### src/rtl/tps_pkg.sv
// tps_pkg: shared types, opcodes, constants and built-in tone patterns
// for the tone pattern sequencer. No dependencies.

package tps_pkg;

   // default number of steps a pattern may hold
   localparam int DefaultMaxSteps = 8;

   // physical step store: load_index is three bits wide, so only eight entries
   // can ever be written
   localparam int StoreDepth = 8;
   localparam int StoreAddrW = 3;

   localparam int FreqW = 16;
   localparam int MsW   = 16;

   // duty value for a sounding tone (128 of 256, half duty)
   localparam logic [7:0] ToneDuty = 8'd128;

   // item opcodes
   typedef enum logic [2:0] {
      OP_TICK  = 3'd0,
      OP_LOAD  = 3'd1,
      OP_PLAY  = 3'd2,
      OP_OK    = 3'd3,
      OP_ERROR = 3'd4,
      OP_CARD  = 3'd5,
      OP_STOP  = 3'd6
   } op_type;

   // built-in patterns
   typedef enum logic [1:0] {
      ROM_OK,
      ROM_ERROR,
      ROM_CARD
   } rom_sel_type;

   // one step: frequency and duration
   typedef struct packed {
      logic [FreqW-1:0] freq;
      logic [MsW-1:0]   ms;
   } step_type;

   // write command from the sequencer control to the step store
   typedef struct packed {
      logic                  load_en;
      logic [StoreAddrW-1:0] load_idx;
      step_type              load_step;
      logic                  rom_en;
      rom_sel_type           rom_sel;
   } store_cmd_type;

   // number of steps in a built-in pattern
   function automatic logic [2:0] rom_len(input rom_sel_type sel);
      logic [2:0] len;
      case (sel)
         ROM_OK:    len = 3'd3;
         ROM_ERROR: len = 3'd5;
         ROM_CARD:  len = 3'd3;
         default:   len = 3'd0;
      endcase
      return len;
   endfunction

   // one entry of a built-in pattern
   function automatic step_type rom_entry(input rom_sel_type sel,
                                          input logic [StoreAddrW-1:0] idx);
      step_type s;
      s = '{freq: 16'd0, ms: 16'd0};
      case (sel)
         ROM_OK: begin
            case (idx)
               3'd0:    s = '{freq: 16'd2000, ms: 16'd80};
               3'd1:    s = '{freq: 16'd0,    ms: 16'd40};
               3'd2:    s = '{freq: 16'd2400, ms: 16'd80};
               default: s = '{freq: 16'd0,    ms: 16'd0};
            endcase
         end
         ROM_ERROR: begin
            case (idx)
               3'd0:    s = '{freq: 16'd800, ms: 16'd200};
               3'd1:    s = '{freq: 16'd0,   ms: 16'd80};
               3'd2:    s = '{freq: 16'd800, ms: 16'd200};
               3'd3:    s = '{freq: 16'd0,   ms: 16'd80};
               3'd4:    s = '{freq: 16'd800, ms: 16'd240};
               default: s = '{freq: 16'd0,   ms: 16'd0};
            endcase
         end
         ROM_CARD: begin
            case (idx)
               3'd0:    s = '{freq: 16'd1800, ms: 16'd60};
               3'd1:    s = '{freq: 16'd0,    ms: 16'd30};
               3'd2:    s = '{freq: 16'd1800, ms: 16'd60};
               default: s = '{freq: 16'd0,    ms: 16'd0};
            endcase
         end
         default: s = '{freq: 16'd0, ms: 16'd0};
      endcase
      return s;
   endfunction

endpackage

### src/rtl/tps_req_if.sv
// tps_req_if: request channel of the tone pattern sequencer
// (valid/ready handshake with opcode item payload). No dependencies.

interface tps_req_if;
   logic        valid;
   logic        ready;
   logic [2:0]  opcode;
   logic [2:0]  load_index;
   logic [15:0] load_freq;
   logic [15:0] load_ms;
   logic [3:0]  play_count;

   modport source (output valid, output opcode, output load_index, output load_freq,
                   output load_ms, output play_count, input ready);
   modport sink   (input valid, input opcode, input load_index, input load_freq,
                   input load_ms, input play_count, output ready);
endinterface

### src/rtl/tps_rsp_if.sv
// tps_rsp_if: response channel of the tone pattern sequencer
// (valid/ready handshake with tone status payload). No dependencies.

interface tps_rsp_if;
   logic        valid;
   logic        ready;
   logic [15:0] tone_hz;
   logic        tone_on;
   logic        playing;
   logic [2:0]  step_position;

   modport source (output valid, output tone_hz, output tone_on, output playing,
                   output step_position, input ready);
   modport sink   (input valid, input tone_hz, input tone_on, input playing,
                   input step_position, output ready);
endinterface

### src/rtl/tone_pattern_sequencer_top.sv
// tone_pattern_sequencer_top: tone step sequencer with opcode request channel
// and status response channel. Depends on tps_pkg, tps_req_if, tps_rsp_if
// and tps_step_store.
// Response: valid is registered in the cycle after the request transfer.
// Throughput: one item per cycle; the response register frees itself in the
// same cycle it is taken, so requests keep flowing while the sink is ready.
// Reset: synchronous, clears playback state and the response valid; the
// response payload and the step store are not cleared and hold undefined values until written.

module tone_pattern_sequencer_top #(
   parameter int MAX_STEPS = tps_pkg::DefaultMaxSteps
) (
   input  logic     clock,
   input  logic     reset,
   tps_req_if.sink   req_ch,
   tps_rsp_if.source rsp_ch
);
   import tps_pkg::*;

   localparam int StepW  = $clog2(MAX_STEPS);
   localparam int CountW = $clog2(MAX_STEPS + 1);

   // playback state
   logic [CountW-1:0] steps_ff,   steps_in;
   logic [StepW-1:0]  cur_ff,     cur_in;
   logic              active_ff,  active_in;
   logic [MsW-1:0]    elapsed_ff, elapsed_in;

   // response register
   logic              rsp_valid_ff, rsp_valid_in;
   logic [FreqW-1:0]  tone_hz_ff,   tone_hz_in;
   logic              tone_on_ff,   tone_on_in;
   logic              playing_ff,   playing_in;
   logic [2:0]        pos_ff,       pos_in;

   logic              req_xfer;
   op_type            op;
   store_cmd_type     cmd;
   logic [MsW-1:0]    dur_rd;
   logic [FreqW-1:0]  freq_rd;
   logic [MsW-1:0]    elapsed_sat;
   logic [StepW:0]    step_inc;
   logic [7:0]        count_ext;

   // handshake: accept whenever the response register is empty or draining
   assign req_ch.ready = !rsp_valid_ff || rsp_ch.ready;
   assign req_xfer     = req_ch.valid && req_ch.ready;
   assign op           = op_type'(req_ch.opcode);

   // store write command
   always_comb begin
      cmd.load_en   = req_xfer && (op == OP_LOAD);
      cmd.load_idx  = req_ch.load_index;
      cmd.load_step = '{freq: req_ch.load_freq, ms: req_ch.load_ms};
      cmd.rom_en    = req_xfer && ((op == OP_OK) || (op == OP_ERROR) || (op == OP_CARD));
      case (op)
         OP_OK:    cmd.rom_sel = ROM_OK;
         OP_ERROR: cmd.rom_sel = ROM_ERROR;
         OP_CARD:  cmd.rom_sel = ROM_CARD;
         default:  cmd.rom_sel = ROM_OK;
      endcase
   end

   tps_step_store #(
      .MAX_STEPS (MAX_STEPS)
   ) u_store (
      .clock     (clock),
      .cmd       (cmd),
      .dur_addr  (cur_ff[StoreAddrW-1:0]),
      .freq_addr (cur_in[StoreAddrW-1:0]),
      .dur_rd    (dur_rd),
      .freq_rd   (freq_rd)
   );

   // tick arithmetic
   assign elapsed_sat = (elapsed_ff == '1) ? elapsed_ff : elapsed_ff + 1'b1;
   assign step_inc    = {1'b0, cur_ff} + 1'b1;
   assign count_ext   = 8'(req_ch.play_count);

   // next playback state
   always_comb begin
      steps_in   = steps_ff;
      cur_in     = cur_ff;
      active_in  = active_ff;
      elapsed_in = elapsed_ff;
      if (req_xfer) begin
         case (op)
            OP_TICK: begin
               if (active_ff) begin
                  elapsed_in = elapsed_sat;
                  if (elapsed_sat >= dur_rd) begin
                     if (step_inc >= (StepW+1)'(steps_ff)) begin
                        active_in = 1'b0;
                        steps_in  = '0;
                        cur_in    = '0;
                     end else begin
                        cur_in     = step_inc[StepW-1:0];
                        elapsed_in = '0;
                     end
                  end
               end
            end
            OP_PLAY: begin
               if (count_ext != 8'd0) begin
                  steps_in   = (count_ext > 8'(MAX_STEPS)) ? CountW'(MAX_STEPS)
                                                           : CountW'(count_ext);
                  cur_in     = '0;
                  elapsed_in = '0;
                  active_in  = 1'b1;
               end
            end
            OP_OK, OP_ERROR, OP_CARD: begin
               steps_in   = CountW'(rom_len(cmd.rom_sel));
               cur_in     = '0;
               elapsed_in = '0;
               active_in  = 1'b1;
            end
            OP_STOP: begin
               active_in = 1'b0;
               steps_in  = '0;
               cur_in    = '0;
            end
            default: begin
            end
         endcase
      end
   end

   // response contents and valid
   always_comb begin
      tone_hz_in   = active_in ? freq_rd : '0;
      tone_on_in   = active_in && (freq_rd != '0);
      playing_in   = active_in;
      pos_in       = active_in ? cur_in[2:0] : 3'd0;
      rsp_valid_in = rsp_valid_ff;
      if (req_xfer) begin
         rsp_valid_in = 1'b1;
      end else if (rsp_ch.ready) begin
         rsp_valid_in = 1'b0;
      end
   end

   // control registers
   always_ff @(posedge clock) begin
      if (reset) begin
         steps_ff     <= '0;
         cur_ff       <= '0;
         active_ff    <= 1'b0;
         elapsed_ff   <= '0;
         rsp_valid_ff <= 1'b0;
      end else begin
         steps_ff     <= steps_in;
         cur_ff       <= cur_in;
         active_ff    <= active_in;
         elapsed_ff   <= elapsed_in;
         rsp_valid_ff <= rsp_valid_in;
      end
   end

   // response payload, loaded on each request transfer
   always_ff @(posedge clock) begin
      if (req_xfer) begin
         tone_hz_ff <= tone_hz_in;
         tone_on_ff <= tone_on_in;
         playing_ff <= playing_in;
         pos_ff     <= pos_in;
      end
   end

   assign rsp_ch.valid         = rsp_valid_ff;
   assign rsp_ch.tone_hz       = tone_hz_ff;
   assign rsp_ch.tone_on       = tone_on_ff;
   assign rsp_ch.playing       = playing_ff;
   assign rsp_ch.step_position = pos_ff;

   // an active pattern always has steps and a step index inside it
   a_active_has_steps: assert property (@(posedge clock) disable iff (reset)
      active_ff |-> (steps_ff != '0) && ((StepW+1)'(cur_ff) < (StepW+1)'(steps_ff)))
      else $error("active playback with step index outside the pattern");

   // idle state keeps the step index at zero
   a_idle_step_zero: assert property (@(posedge clock) disable iff (reset)
      !active_ff |-> (cur_ff == '0) && (steps_ff == '0))
      else $error("idle sequencer holds a nonzero step index");

   // every request transfer yields a response in the next cycle
   a_xfer_gives_rsp: assert property (@(posedge clock) disable iff (reset)
      req_xfer |=> rsp_valid_ff)
      else $error("request transfer without a response");

   // a sounding tone is reported only while playing and with a nonzero frequency
   a_tone_consistent: assert property (@(posedge clock) disable iff (reset)
      (rsp_valid_ff && tone_on_ff) |-> (playing_ff && (tone_hz_ff != '0)))
      else $error("tone on without playback or with zero frequency");

   // stopped responses report silence at step zero
   a_stopped_silent: assert property (@(posedge clock) disable iff (reset)
      (rsp_valid_ff && !playing_ff) |-> ((tone_hz_ff == '0) && (pos_ff == 3'd0)))
      else $error("stopped response reports a tone or step");

endmodule

### src/rtl/tps_step_store.sv
// tps_step_store: eight-entry frequency/duration store with load and
// built-in pattern writes; read ports see the contents after this cycle's write.
// Depends on tps_pkg.

module tps_step_store #(
   parameter int MAX_STEPS = tps_pkg::DefaultMaxSteps
) (
   input  logic                            clock,
   input  tps_pkg::store_cmd_type          cmd,
   input  logic [tps_pkg::StoreAddrW-1:0]  dur_addr,
   input  logic [tps_pkg::StoreAddrW-1:0]  freq_addr,
   output logic [tps_pkg::MsW-1:0]         dur_rd,
   output logic [tps_pkg::FreqW-1:0]       freq_rd
);
   import tps_pkg::*;

   step_type step_ff [StoreDepth];
   step_type step_in [StoreDepth];
   logic     load_ok;
   logic [2:0] pat_len;

   // loads to an index at or beyond MAX_STEPS are dropped
   assign load_ok = 8'(cmd.load_idx) < 8'(MAX_STEPS);
   assign pat_len = rom_len(cmd.rom_sel);

   // next contents: single load or built-in pattern copy
   always_comb begin
      for (int i = 0; i < StoreDepth; i++) begin
         step_in[i] = step_ff[i];
         if (cmd.rom_en && (3'(i) < pat_len)) begin
            step_in[i] = rom_entry(cmd.rom_sel, 3'(i));
         end else if (cmd.load_en && load_ok && (cmd.load_idx == 3'(i))) begin
            step_in[i] = cmd.load_step;
         end
      end
   end

   // storage, no reset: entries are undefined until written
   always_ff @(posedge clock) begin
      for (int i = 0; i < StoreDepth; i++) begin
         step_ff[i] <= step_in[i];
      end
   end

   // read ports
   assign dur_rd  = step_in[dur_addr].ms;
   assign freq_rd = step_in[freq_addr].freq;

endmodule
### src/flat_wrapper.sv
// flat-port wrapper written by rule: the top's interface ports become plain ports
module tone_pattern_sequencer_top_flat import tps_pkg::*;
#(
   parameter int MAX_STEPS = tps_pkg::DefaultMaxSteps
)
  (clock, reset, req_ch_valid, req_ch_opcode, req_ch_load_index, req_ch_load_freq, req_ch_load_ms, req_ch_play_count, req_ch_ready, rsp_ch_valid, rsp_ch_tone_hz, rsp_ch_tone_on, rsp_ch_playing, rsp_ch_step_position, rsp_ch_ready);
  tps_req_if req_ch_i ();
  tps_rsp_if rsp_ch_i ();
  input  logic clock;
  input  logic reset;
  input wire logic [$bits(req_ch_i.valid)-1:0] req_ch_valid;
  input wire logic [$bits(req_ch_i.opcode)-1:0] req_ch_opcode;
  input wire logic [$bits(req_ch_i.load_index)-1:0] req_ch_load_index;
  input wire logic [$bits(req_ch_i.load_freq)-1:0] req_ch_load_freq;
  input wire logic [$bits(req_ch_i.load_ms)-1:0] req_ch_load_ms;
  input wire logic [$bits(req_ch_i.play_count)-1:0] req_ch_play_count;
  output wire logic [$bits(req_ch_i.ready)-1:0] req_ch_ready;
  output wire logic [$bits(rsp_ch_i.valid)-1:0] rsp_ch_valid;
  output wire logic [$bits(rsp_ch_i.tone_hz)-1:0] rsp_ch_tone_hz;
  output wire logic [$bits(rsp_ch_i.tone_on)-1:0] rsp_ch_tone_on;
  output wire logic [$bits(rsp_ch_i.playing)-1:0] rsp_ch_playing;
  output wire logic [$bits(rsp_ch_i.step_position)-1:0] rsp_ch_step_position;
  input wire logic [$bits(rsp_ch_i.ready)-1:0] rsp_ch_ready;
  assign req_ch_i.valid = req_ch_valid;
  assign req_ch_i.opcode = req_ch_opcode;
  assign req_ch_i.load_index = req_ch_load_index;
  assign req_ch_i.load_freq = req_ch_load_freq;
  assign req_ch_i.load_ms = req_ch_load_ms;
  assign req_ch_i.play_count = req_ch_play_count;
  assign req_ch_ready = req_ch_i.ready;
  assign rsp_ch_valid = rsp_ch_i.valid;
  assign rsp_ch_tone_hz = rsp_ch_i.tone_hz;
  assign rsp_ch_tone_on = rsp_ch_i.tone_on;
  assign rsp_ch_playing = rsp_ch_i.playing;
  assign rsp_ch_step_position = rsp_ch_i.step_position;
  assign rsp_ch_i.ready = rsp_ch_ready;
  tone_pattern_sequencer_top #(.MAX_STEPS(MAX_STEPS)) u_core (.clock(clock), .reset(reset), .req_ch(req_ch_i), .rsp_ch(rsp_ch_i));
endmodule
### config.mk
export PLATFORM = sky130hd
export DESIGN_NAME = tone_pattern_sequencer_top_flat
export DESIGN_NICKNAME = d
export VERILOG_FILES = /design/src/rtl/tps_pkg.sv /design/src/rtl/tps_req_if.sv /design/src/rtl/tps_rsp_if.sv /design/src/rtl/tone_pattern_sequencer_top.sv /design/src/rtl/tps_step_store.sv /design/src/flat_wrapper.sv
export SDC_FILE = /design/constraint.sdc
export NUM_CORES = 1
export LEC_CHECK = 0
export BUFFER_PORTS_ARGS = -buffer_cell sky130_fd_sc_hd__buf_2
export CORE_MARGIN = 10
export CORE_UTILIZATION = 56
export CTS_CLUSTER_DIAMETER = 200
export DETAILED_ROUTE_END_ITERATION = 16
export PLACE_DENSITY = 0.76
export SYNTH_ARGS = -nofsm -noshare
export SYNTH_HDL_FRONTEND = slang
export SYNTH_SLANG_ARGS = --single-unit
export TNS_END_PERCENT = 20
### constraint.sdc
create_clock -name clock -period 6.3 [get_ports clock]
set_clock_uncertainty 0.1 [all_clocks]
set_input_delay 1.26 -clock clock [delete_from_list [all_inputs] [get_ports clock]]
set_output_delay 1.26 -clock clock [all_outputs]
set_load 0.05 [all_outputs]
==> results.cfg, run 1 <==
[power_and_ir_drop]
pwr-share-comb_pct = 13.4
p_leak_nw = 7.22
power_switching_mw = 1.17
ir_worst_vdd_mv = 0.239
clkPwrFrac_pct = 38.7
internal_power_mw = 3.39
swShare_pct = 25.6
p_seq_share_pct = 47.9
p_per_area_nw_per_um2 = 264

[place]
dp_hpwl_um = 31100
dpl.cell_count = 2129
routabilityCongestion = 0.959
place_ws_ns = -0.526
portBuffers = 68
place_area_sq_um = 16100

[floorplanning]
die_w_um = 179
pin_count = 69
start_util_pct = 57.4
dieArea_sq_um = 31900
core-area_sq_um = 24500
die_y_um = 179
fp-row-count = 57

[synth]
syn_area_sq_um = 14100
synth_warnings = 0
synth_edf_count = 21
synth_ff_type = dfxtp_1
ys_seq_area_share_pct = 44.4
yosysUniqueCellTypes = 68
synth_cells = 1670
synthesis.nets = 1745
async_flop_share_pct = 0
synth_top_area_share_pct = 39.9
syn_avg_cell_area_sq_um = 8.43
synth_area_leaders = dfxtp_1, nand2_1, a21oi_1
synth.most_common_cell = nand2_1
ys_ff_latch = 302
synth_top_cells_by_count = nand2_1, dfxtp_1, a21oi_1
yosys.area.top_type = dfxtp_1

[cts]
numCtsBuffers = 31
htreeDepth = 1
cts-root-buf = clkbuf_16
insertion_delay_ns = 0.56
path_clk_slew_ns = 0.06
clock_path_buffers = 3
cts_tree = done
cts.sinks = 302

[critical_path]
end_kind = register
crit_start = req_ch_opcode[1]
crit_top_cell = buf_4
cp_max_fo = 7
reg2reg_to = u_core.rsp_ch.tone_on$_DFFE_PN_
critPathKind = in -> reg
crit_slowest_cell = mux4_2
arrival_ns = 6.32
r2r_cells = 23
r2r-start = u_core.elapsed_ff[3]$_SDFFE_PP0P_
crit_required_ns = 6.50
rrSetupSlack_ns = 0.65
critical_path.max_stage_delay_ns = 0.49
endpoint = u_core.rsp_ch.tone_on$_DFFE_PN_
crit_path_start_kind = input pin

[cells_and_area]
syn2layout_area_growth_pct = 22.6
fin_util_pct = 70.4
final_cells = 2190
regArea_sq_um = 6260
fin_area_sq_um = 17300
fillers = 1869
multi_input_area_sq_um = 7290
drive_gt1_share_pct = 24.1
fin_nets = 1918

[timing]
slew_viol_final = 0
fin_tns_setup_ns = 0
tightest_slew_ns = 0.782
finalHoldViolations = 0
finalCritPeriodShare_pct = 97.2
relSlewSlack_pct = 47.8
fmaxAchievable_mhz = 163
finalSetupViolations = 0
setup_ws_ns = 0.179
layout_min_cycle_time_ns = 6.12

[global_routing]
grt_pass1_vias = 13000
grt_max_degree = 34
grt_overflow = 0
track_usage_pct = 27.3
grt_pass1_wl_um = 69000
antenna_found_initial = 2

[job]
cap_violations = 0

[drt]
wl_um = 45200
avgViaCountPerCell = 6.06
wl_per_cell_um = 20.7
ant_nets = 0
route.vias.total = 13300
drc = 0
first_pass_iters = 5
drtIter0Drc = 1380

[status]
status = finished clean

[worst_hold_path]
hp-class = reg -> reg
worstHoldStart = u_core.u_store.step_ff[1][73]$_DFF_P_
==> sequential cells by signal, summed over array words and instances (netlist names) <==
register / count
u_core.u_store.step_ff: 256
u_core.elapsed_ff: 16
u_core.rsp_ch.tone_hz: 16
u_core.steps_ff: 4
u_core.cur_ff: 3
u_core.rsp_ch.step_position: 3
u_core.active_ff: 1
u_core.rsp_ch.playing: 1
u_core.rsp_ch.tone_on: 1
u_core.rsp_ch.valid: 1
==> worst max-delay path: cells and delay by family <==
family                     cells  cell delay (ns)
adders and majority gates      2             0.44
muxes                          2             0.66
and+or+nand+nor                7             1.04
AOI/OAI and AO/OA              9             1.52
buffers and inverters          9             1.39
==> cell families (layout without fill, tap and decap cells) <==
| group | count (synthesis) | in the layout | share of synthesized area [%] |
|---|---|---|---|
| buffers and inverters | 158 | 351 | 4.99 |
| multiplexers | 121 | 121 | 11.8 |
| AO/OA/AOI/OAI | 327 | 328 | 13.9 |
| flip-flops | 302 | 302 | 44.4 |
| AND/OR/NAND/NOR | 720 | 720 | 21.5 |
| adder cells (fa/ha/maj) | 29 | 29 | 2.58 |
| XOR/XNOR | 13 | 13 | 0.809 |
| other | 0 | 2 | 0 |
==> per-layer routing <==
metal  share of wire, %  GRT usage (%)
met5              0.029              0
met4                5.8           14.3
met3                8.7           4.74
met2                 48           46.6
met1                 37           32.2
==> area by class of cell <==
type                    count  share of cell area, %
multi-input cells        1211                   42.2
repair buffers            280                   13.1
clock buffers              43                   5.28
well taps                 324                   2.35
clock inverters            11                  0.370
flip-flops and latches    302                   36.2
inverters                  17                  0.384
diodes                      2                 0.0290
==> cells in the final DEF (no fill, tap or decap), types with 7 or more instances in the layout <==
cell type and n:
a21oi_1 192, a22oi_1 10, a31oi_1 42, and2_1 16
and3_1 11, buf_12 25, buf_2 67, buf_4 186
clkbuf_16 32, clkbuf_8 9, clkinv_2 7, dfxtp_1 281
edfxtp_1 21, ha_1 27, inv_1 13, mux2_2 37
mux2i_1 50, mux4_2 32, nand2_1 512, nand2b_1 7
nand3_1 24, nor2_1 75, nor2_2 7, nor2b_1 7
nor3_1 21, o21a_1 7, o21ai_0 19, o22ai_1 8
xnor2_1 9
==> how the worst min path moves through the flow <==
stage	end	slack, ns	cells after the start
after floorplan	u_core.steps_ff[3]$_SDFFE_PP0P_	0.33	2
after global placement	u_core.u_store.step_ff[1][8]$_DFF_P_	0.34	2
after detailed placement	u_core.u_store.step_ff[1][73]$_DFF_P_	0.35	2
after CTS	u_core.u_store.step_ff[1][64]$_DFF_P_	0.35	2
after global routing	u_core.u_store.step_ff[1][76]$_DFF_P_	0.38	2
final	u_core.u_store.step_ff[1][73]$_DFF_P_	0.35	2
==> power groups by stage <==
stage               logic [mW]  clock network [mW]  registers, mW
finish                   0.610                1.76           2.18
global route             0.659                1.84           2.20
CTS                      0.588                1.77           2.18
detailed placement       0.582                   0           2.22
global placement         0.560                   0           2.21
floorplan                0.371                   0           2.24
==> per-stage QoR <==
stage	total power [mW]	hold WS [ns]
6_report	4.55	0.354
3_3_place_gp	2.77	0.338
5_1_grt	4.69	0.375
3_5_place_dp	2.80	0.345
4_1_cts	4.54	0.353
2_1_floorplan	2.61	0.332
==> repair_timing <==
item,in CTS,in global routing
setup endpoints to repair,0,9
hold buffers,0,0
resized for setup,0,15
buffers inserted,0,3
Power figures use the tool's default switching activity.
==> inputs of run 2 (changes only) <==
--- a/config.mk
+++ b/config.mk
@@ -5,7 +5,7 @@
 export SDC_FILE = /design/constraint.sdc
 export NUM_CORES = 1
 export LEC_CHECK = 0
-export BUFFER_PORTS_ARGS = -buffer_cell sky130_fd_sc_hd__buf_2
+export BUFFER_PORTS_ARGS = -buffer_cell sky130_fd_sc_hd__buf_4
 export CORE_MARGIN = 10
 export CORE_UTILIZATION = 56
 export CTS_CLUSTER_DIAMETER = 200
==> run 2 against run 1 <==
First-iteration DRC count up 3.2%; global-route usage up 0.62 points; hold slack about the same; total power up 5.2%; critical endpoint unchanged.
==> results.cfg, run 2 (synthesis gave the netlist of run 1 again) <==
[global_routing]
grt_max_degree = 37
antenna_found_initial = 0
grt_pass1_vias = 12900
track_usage_pct = 27.9
grt_pass1_wl_um = 70600
grt_overflow = 0

[power_and_ir_drop]
pwr-share-comb_pct = 12.8
power_switching_mw = 1.21
p_leak_nw = 7.18
p_per_area_nw_per_um2 = 277
p_seq_share_pct = 45.5
clkPwrFrac_pct = 41.6
ir_worst_vdd_mv = 0.222
p_total_mw = 4.79
internal_power_mw = 3.59
swShare_pct = 25.2

[cells_and_area]
fin_util_pct = 70.6
final_common_cell = nand2_1
largest_reg_flops = 256
fin_area_sq_um = 17300
regMostFlops = u_core.u_store.step_ff
syn2layout_area_growth_pct = 23.0
n_antenna_cell = 0
final_cells = 2166
fin_nets = 1892
layout_common_cells = nand2_1, dfxtp_1, buf_4, a21oi_1, nor2_1
drive_gt1_share_pct = 23.4

[timing]
layout_min_cycle_time_ns = 6.11
finalHoldViolations = 0
fin_tns_setup_ns = 0
relSlewSlack_pct = 53.3
slew_viol_final = 0
fmaxAchievable_mhz = 164
finalSetupViolations = 0
tightest_slew_ns = 0.701
finalCritPeriodShare_pct = 97.0

[critical_path]
crit_path_start_kind = input pin
rrSetupSlack_ns = 0.60
end_kind = register
cp_max_fo = 23
reg2reg_to = u_core.rsp_ch.tone_on$_DFFE_PN_
crit_start = req_ch_opcode[1]
crit_required_ns = 6.52
arrival_ns = 6.33
r2r_cells = 23
endpoint = u_core.rsp_ch.tone_on$_DFFE_PN_
r2r-start = u_core.elapsed_ff[3]$_SDFFE_PP0P_
critPathKind = in -> reg

[place]
routabilityCongestion = 0.959
dpl.cell_count = 2104
portBuffers = 68
place_area_sq_um = 16100
dp_hpwl_um = 31700

[floorplanning]
fp-row-count = 57
start_util_pct = 57.4
die_y_um = 179
pin_count = 69
core-area_sq_um = 24500
die_w_um = 179
dieArea_sq_um = 31900

[cts]
htreeDepth = 1
insertion_delay_ns = 0.58
clock_path_buffers = 3
cts_tree = done
cts-root-buf = clkbuf_16
cts.sinks = 302
numCtsBuffers = 31
path_clk_slew_ns = 0.06
ctsHoldBuffers = 0

[drt]
ant_nets = 0
wl_per_cell_um = 21.2
avgViaCountPerCell = 6.09
drtIter0Drc = 1424
drc = 0
wl_um = 45900
first_pass_iters = 6
route.vias.total = 13200

[status]
status = finished clean

[worst_hold_path]
hp-class = reg -> reg

[job]
cap_violations = 0
## run 2: cell count changes in the layout (fill, tap and decap cells not counted), sizes merged
| cell | delta |
|---|---|
| buf | -23 |
| bufinv | +6 |
| clkbuf | -6 |
| clkinv | +3 |
| clkinvlp | -1 |
| diode | -2 |
| o31ai | -1 |
## run 2: timing repair
action | in CTS | in global routing
resized for setup | 0 | 20
buffers inserted | 0 | 4
endpoints found under the setup margin | 0 | 3
## run 2: routing by layer
metal	up-vias	track usage [%]	part of all wire (%)	routed length, um
met1	6288	34.3	39	17800
met3	171	4.61	8.4	3850
li1	6008	-	-	-
met5	-	0	0	0
met4	0	14.8	5.3	2450
met2	721	46.1	48	21900
## run 2: layout make-up
| class | count | area (sq um) |
|---|---|---|
| Clock inverter | 19 | 254 |
| Multi-Input combinational cell | 1210 | 7300 |
| Sequential cell | 302 | 6260 |
| Clock buffer | 39 | 847 |
| Timing Repair Buffer | 255 | 2190 |
| Fill cell | 1858 | 7210 |
| Tap cell | 324 | 405 |
| Inverter | 17 | 66.3 |
## run 2: worst min path at each step
| stage | from | to | cells after the start | slack, ns |
|---|---|---|---|---|
| 3_5_place_dp | u_core.u_store.step_ff[1][79]$_DFF_P_ | u_core.u_store.step_ff[1][79]$_DFF_P_ | 2 | 0.34 |
| 4_1_cts | u_core.u_store.step_ff[1][72]$_DFF_P_ | u_core.u_store.step_ff[1][72]$_DFF_P_ | 2 | 0.35 |
| 2_1_floorplan | u_core.steps_ff[3]$_SDFFE_PP0P_ | u_core.steps_ff[3]$_SDFFE_PP0P_ | 2 | 0.33 |
| 5_1_grt | u_core.u_store.step_ff[1][40]$_DFF_P_ | u_core.u_store.step_ff[1][40]$_DFF_P_ | 2 | 0.37 |
| 3_3_place_gp | u_core.u_store.step_ff[1][79]$_DFF_P_ | u_core.u_store.step_ff[1][79]$_DFF_P_ | 2 | 0.34 |
| 6_report | u_core.u_store.step_ff[0][98]$_DFF_P_ | u_core.u_store.step_ff[0][98]$_DFF_P_ | 2 | 0.35 |
## run 2: worst max-delay path, stage by stage
cell and delay, ns:
buf_4 0.14, nand2b_1 0.16, or2_4 0.24, inv_2 0.09, ha_2 0.20, and4_2 0.25, buf_12 0.19, buf_4 0.15
a21oi_1 0.06, mux4_2 0.49, mux2i_2 0.24, ha_1 0.30, a31oi_1 0.19, nor2b_1 0.10, o311ai_4 0.41, a311oi_2 0.20
buf_4 0.19, nor2b_2 0.16, buf_6 0.18, mux2i_1 0.22, a32o_1 0.18, a21oi_2 0.08, nor4_2 0.30, and4_1 0.24
a31oi_1 0.08
## run 2: power by group through the flow
stage                     clock network [mW]  registers [mW]  logic (mW)
after floorplan                            0            2.24       0.371
after global placement                     0            2.21       0.565
after detailed placement                   0            2.22       0.587
after CTS                               1.99            2.18       0.594
after global routing                    2.07            2.20       0.663
final                                   2.00            2.18       0.615
## run 2: metrics by stage
stage,setup WS (ns),hold slack (ns)
floorplan,0.0231,0.332
global placement,-0.314,0.338
detailed placement,-0.466,0.344
CTS,0.0727,0.353
global route,-0.0197,0.373
finish,0.190,0.354
==> inputs of run 3 (changes only) <==
--- a/config.mk
+++ b/config.mk
@@ -7,10 +7,10 @@
 export LEC_CHECK = 0
 export BUFFER_PORTS_ARGS = -buffer_cell sky130_fd_sc_hd__buf_4
 export CORE_MARGIN = 10
-export CORE_UTILIZATION = 56
+export CORE_UTILIZATION = 62
 export CTS_CLUSTER_DIAMETER = 200
 export DETAILED_ROUTE_END_ITERATION = 16
-export PLACE_DENSITY = 0.76
+export PLACE_DENSITY = 0.79
 export SYNTH_ARGS = -nofsm -noshare
 export SYNTH_HDL_FRONTEND = slang
 export SYNTH_SLANG_ARGS = --single-unit
==> constraint.sdc (replaced) <==
create_clock -name clock -period 5.94 [get_ports clock]
set_clock_uncertainty 0.1 [all_clocks]
set_input_delay 1.188 -clock clock [delete_from_list [all_inputs] [get_ports clock]]
set_output_delay 1.188 -clock clock [all_outputs]
set_load 0.05 [all_outputs]
==> run 3 against run 2 <==
The run now ends with negative setup slack left; sequential cell count did not move; final cell count fell by 1.3%; total power rose by 1.3%; die area fell by 8.6%; largest power group unchanged.
==> results.cfg, run 3 (synthesis gave the netlist of run 1 again) <==
[status]
status = complete, but fails checks
violations = negative setup slack

[timing]
tightest_slew_ns = 0.799
layout_min_cycle_time_ns = 5.99
finalCritPeriodShare_pct = 101
rsz0062_at_grt = true
setup_ws_ns = -0.0480
relSlewSlack_pct = 46.6
fmaxAchievable_mhz = 167
finalSetupViolations = 1
slew_viol_final = 0
finalHoldViolations = 0

[floorplanning]
fp-row-count = 55
dieArea_sq_um = 29100
start_util_pct = 62.6
die_y_um = 171
die_w_um = 171
pin_count = 69
core-area_sq_um = 22500

[cells_and_area]
layout_common_cells = nand2_1, dfxtp_1, buf_4, a21oi_1, nor2_1
final_common_cell = nand2_1
regMostFlops = u_core.u_store.step_ff
final_cells = 2138
drive_gt1_share_pct = 23.9
largest_reg_flops = 256
syn2layout_area_growth_pct = 22.9
fin_util_pct = 76.9
fillers = 1514
fin_nets = 1910
n_antenna_cell = 0

[critical_path]
critPathKind = in -> reg
cp_max_fo = 11
critical_path.max_stage_delay_ns = 0.46
arrival_ns = 6.19
crit_path_start_kind = input pin
crit_top_cell = buf_4
crit_required_ns = 6.14
crit_slowest_cell = mux4_2
cp_num_buf_inv = 9
end_kind = register
cp_top_family = simple AND/OR/NAND/NOR gates

[job]
cap_violations = 0

[cts]
numCtsBuffers = 31
clock_path_buffers = 3
htreeDepth = 1
cts.sinks = 302
ctsHoldBuffers = 0
insertion_delay_ns = 0.56
path_clk_slew_ns = 0.06
cts-root-buf = clkbuf_16
cts_tree = done

[global_routing]
grt_pass1_wl_um = 68700
antenna_found_initial = 0
track_usage_pct = 29.4
grt_max_degree = 38
grt_overflow = 0
grt_pass1_vias = 13000

[place]
dpl.cell_count = 2076
place_ws_ns = -0.605
dp_hpwl_um = 30600
routabilityCongestion = 0.925
portBuffers = 68

[drt]
drc = 0
ant_nets = 0
drtIter0Drc = 1625
route.vias.total = 13200
avgViaCountPerCell = 6.19
wl_per_cell_um = 20.7
first_pass_iters = 6
wl_um = 44200

[worst_hold_path]
hp-class = reg -> reg

[power_and_ir_drop]
ir_worst_vdd_mv = 0.270
p_per_area_nw_per_um2 = 280
p_leak_nw = 7.22
## run 3: cell types whose count changed in the layout (fill, tap and decap cells not counted), moves of 3 or more
| cell | previous run | this run |
|---|---|---|
| clkbuf_8 | 2 | 7 |
| buf_6 | 1 | 5 |
| buf_4 | 232 | 248 |
| o21ai_0 | 20 | 17 |
| mux2i_2 | 3 | 0 |
| nand2_2 | 1 | 4 |
| mux2i_1 | 48 | 51 |
| clkinv_2 | 10 | 1 |
| nand2_1 | 511 | 508 |
| buf_12 | 22 | 19 |
| bufinv_16 | 6 | 1 |
| clkbuf_1 | 5 | 9 |
## run 3: cell type report
class / instances / area [sq um] / share of cell area, %
clock inverter: 4 / 52.6 / 0.304
inverter: 17 / 68.8 / 0.398
multi-input combinational: 1210 / 7340 / 42.4
sequential: 302 / 6260 / 36.2
clock buffer: 47 / 906 / 5.24
timing repair buffer: 273 / 2320 / 13.4
tap: 285 / 357 / 2.06
## run 3: worst paths after layout
path / startpoint / end / slack [ns] / cells after the start
max: req_ch_opcode[1] / u_core.rsp_ch.tone_on$_DFFE_PN_ / -0.05 / 28
min: u_core.u_store.step_ff[1][67]$_DFF_P_ / u_core.u_store.step_ff[1][67]$_DFF_P_ / 0.35 / 2
max reg2reg: u_core.elapsed_ff[3]$_SDFFE_PP0P_ / u_core.rsp_ch.tone_on$_DFFE_PN_ / 0.38 / 22
min reg2reg: u_core.u_store.step_ff[1][67]$_DFF_P_ / u_core.u_store.step_ff[1][67]$_DFF_P_ / 0.35 / 2
## run 3: repair_timing
action | CTS | global route
pin swaps | 0 | 8
resized for setup | 4 | 24
setup buffers | 0 | 10
endpoints found under the hold margin | 0 | 0
cloned | 0 | 1
setup endpoints to repair | 3 | 13
## run 3: layer usage
layer	vias up	GRT usage, %	part of all wire, %	wire, um
met5	-	0	0	0
met4	0	19.1	6.9	3050
met3	193	3.80	7.8	3430
met2	775	48.7	48	21100
met1	6240	35.2	38	16700
li1	6033	-	-	-
## run 3: power breakdown
| part | internal, mW | switching, mW | leakage, nW | total (mW) |
|---|---|---|---|---|
| clock network | 1.08 | 0.784 | 0.470 | 1.86 |
| logic | 0.294 | 0.379 | 4.23 | 0.673 |
| registers | 2.26 | 0.0571 | 2.51 | 2.32 |
| total | 3.63 | 1.22 | 7.22 | 4.85 |
## run 3: stage by stage
stage	hold WS [ns]	power [mW]	TNS [ns]	instance area, sq um
after floorplan	0.332	2.77	-0.154	14300
after global placement	0.337	2.96	-5.37	16100
after detailed placement	0.344	2.99	-6.52	16100
after CTS	0.352	4.83	-0.0342	17100
after global routing	0.371	5.01	-0.752	17300
final	0.353	4.85	-0.0480	17300
## run 3: worst register-to-register path, stage by stage (launching register included)
cell,delay [ns]
dfxtp_1,0.42
nand3_1,0.21
nor4_1,0.37
and3_1,0.26
and2_1,0.22
nand2b_1,0.22
and3_1,0.28
nand2b_1,0.14
xnor2_1,0.18
ha_1,0.34
nand2_1,0.08
nor2_1,0.30
o311ai_4,0.21
buf_6,0.18
and3_4,0.18
o31a_1,0.39
buf_4,0.17
nor2_1,0.19
buf_4,0.19
a32o_1,0.20
nor2_1,0.10
nor4_1,0.27
a31oi_1,0.11
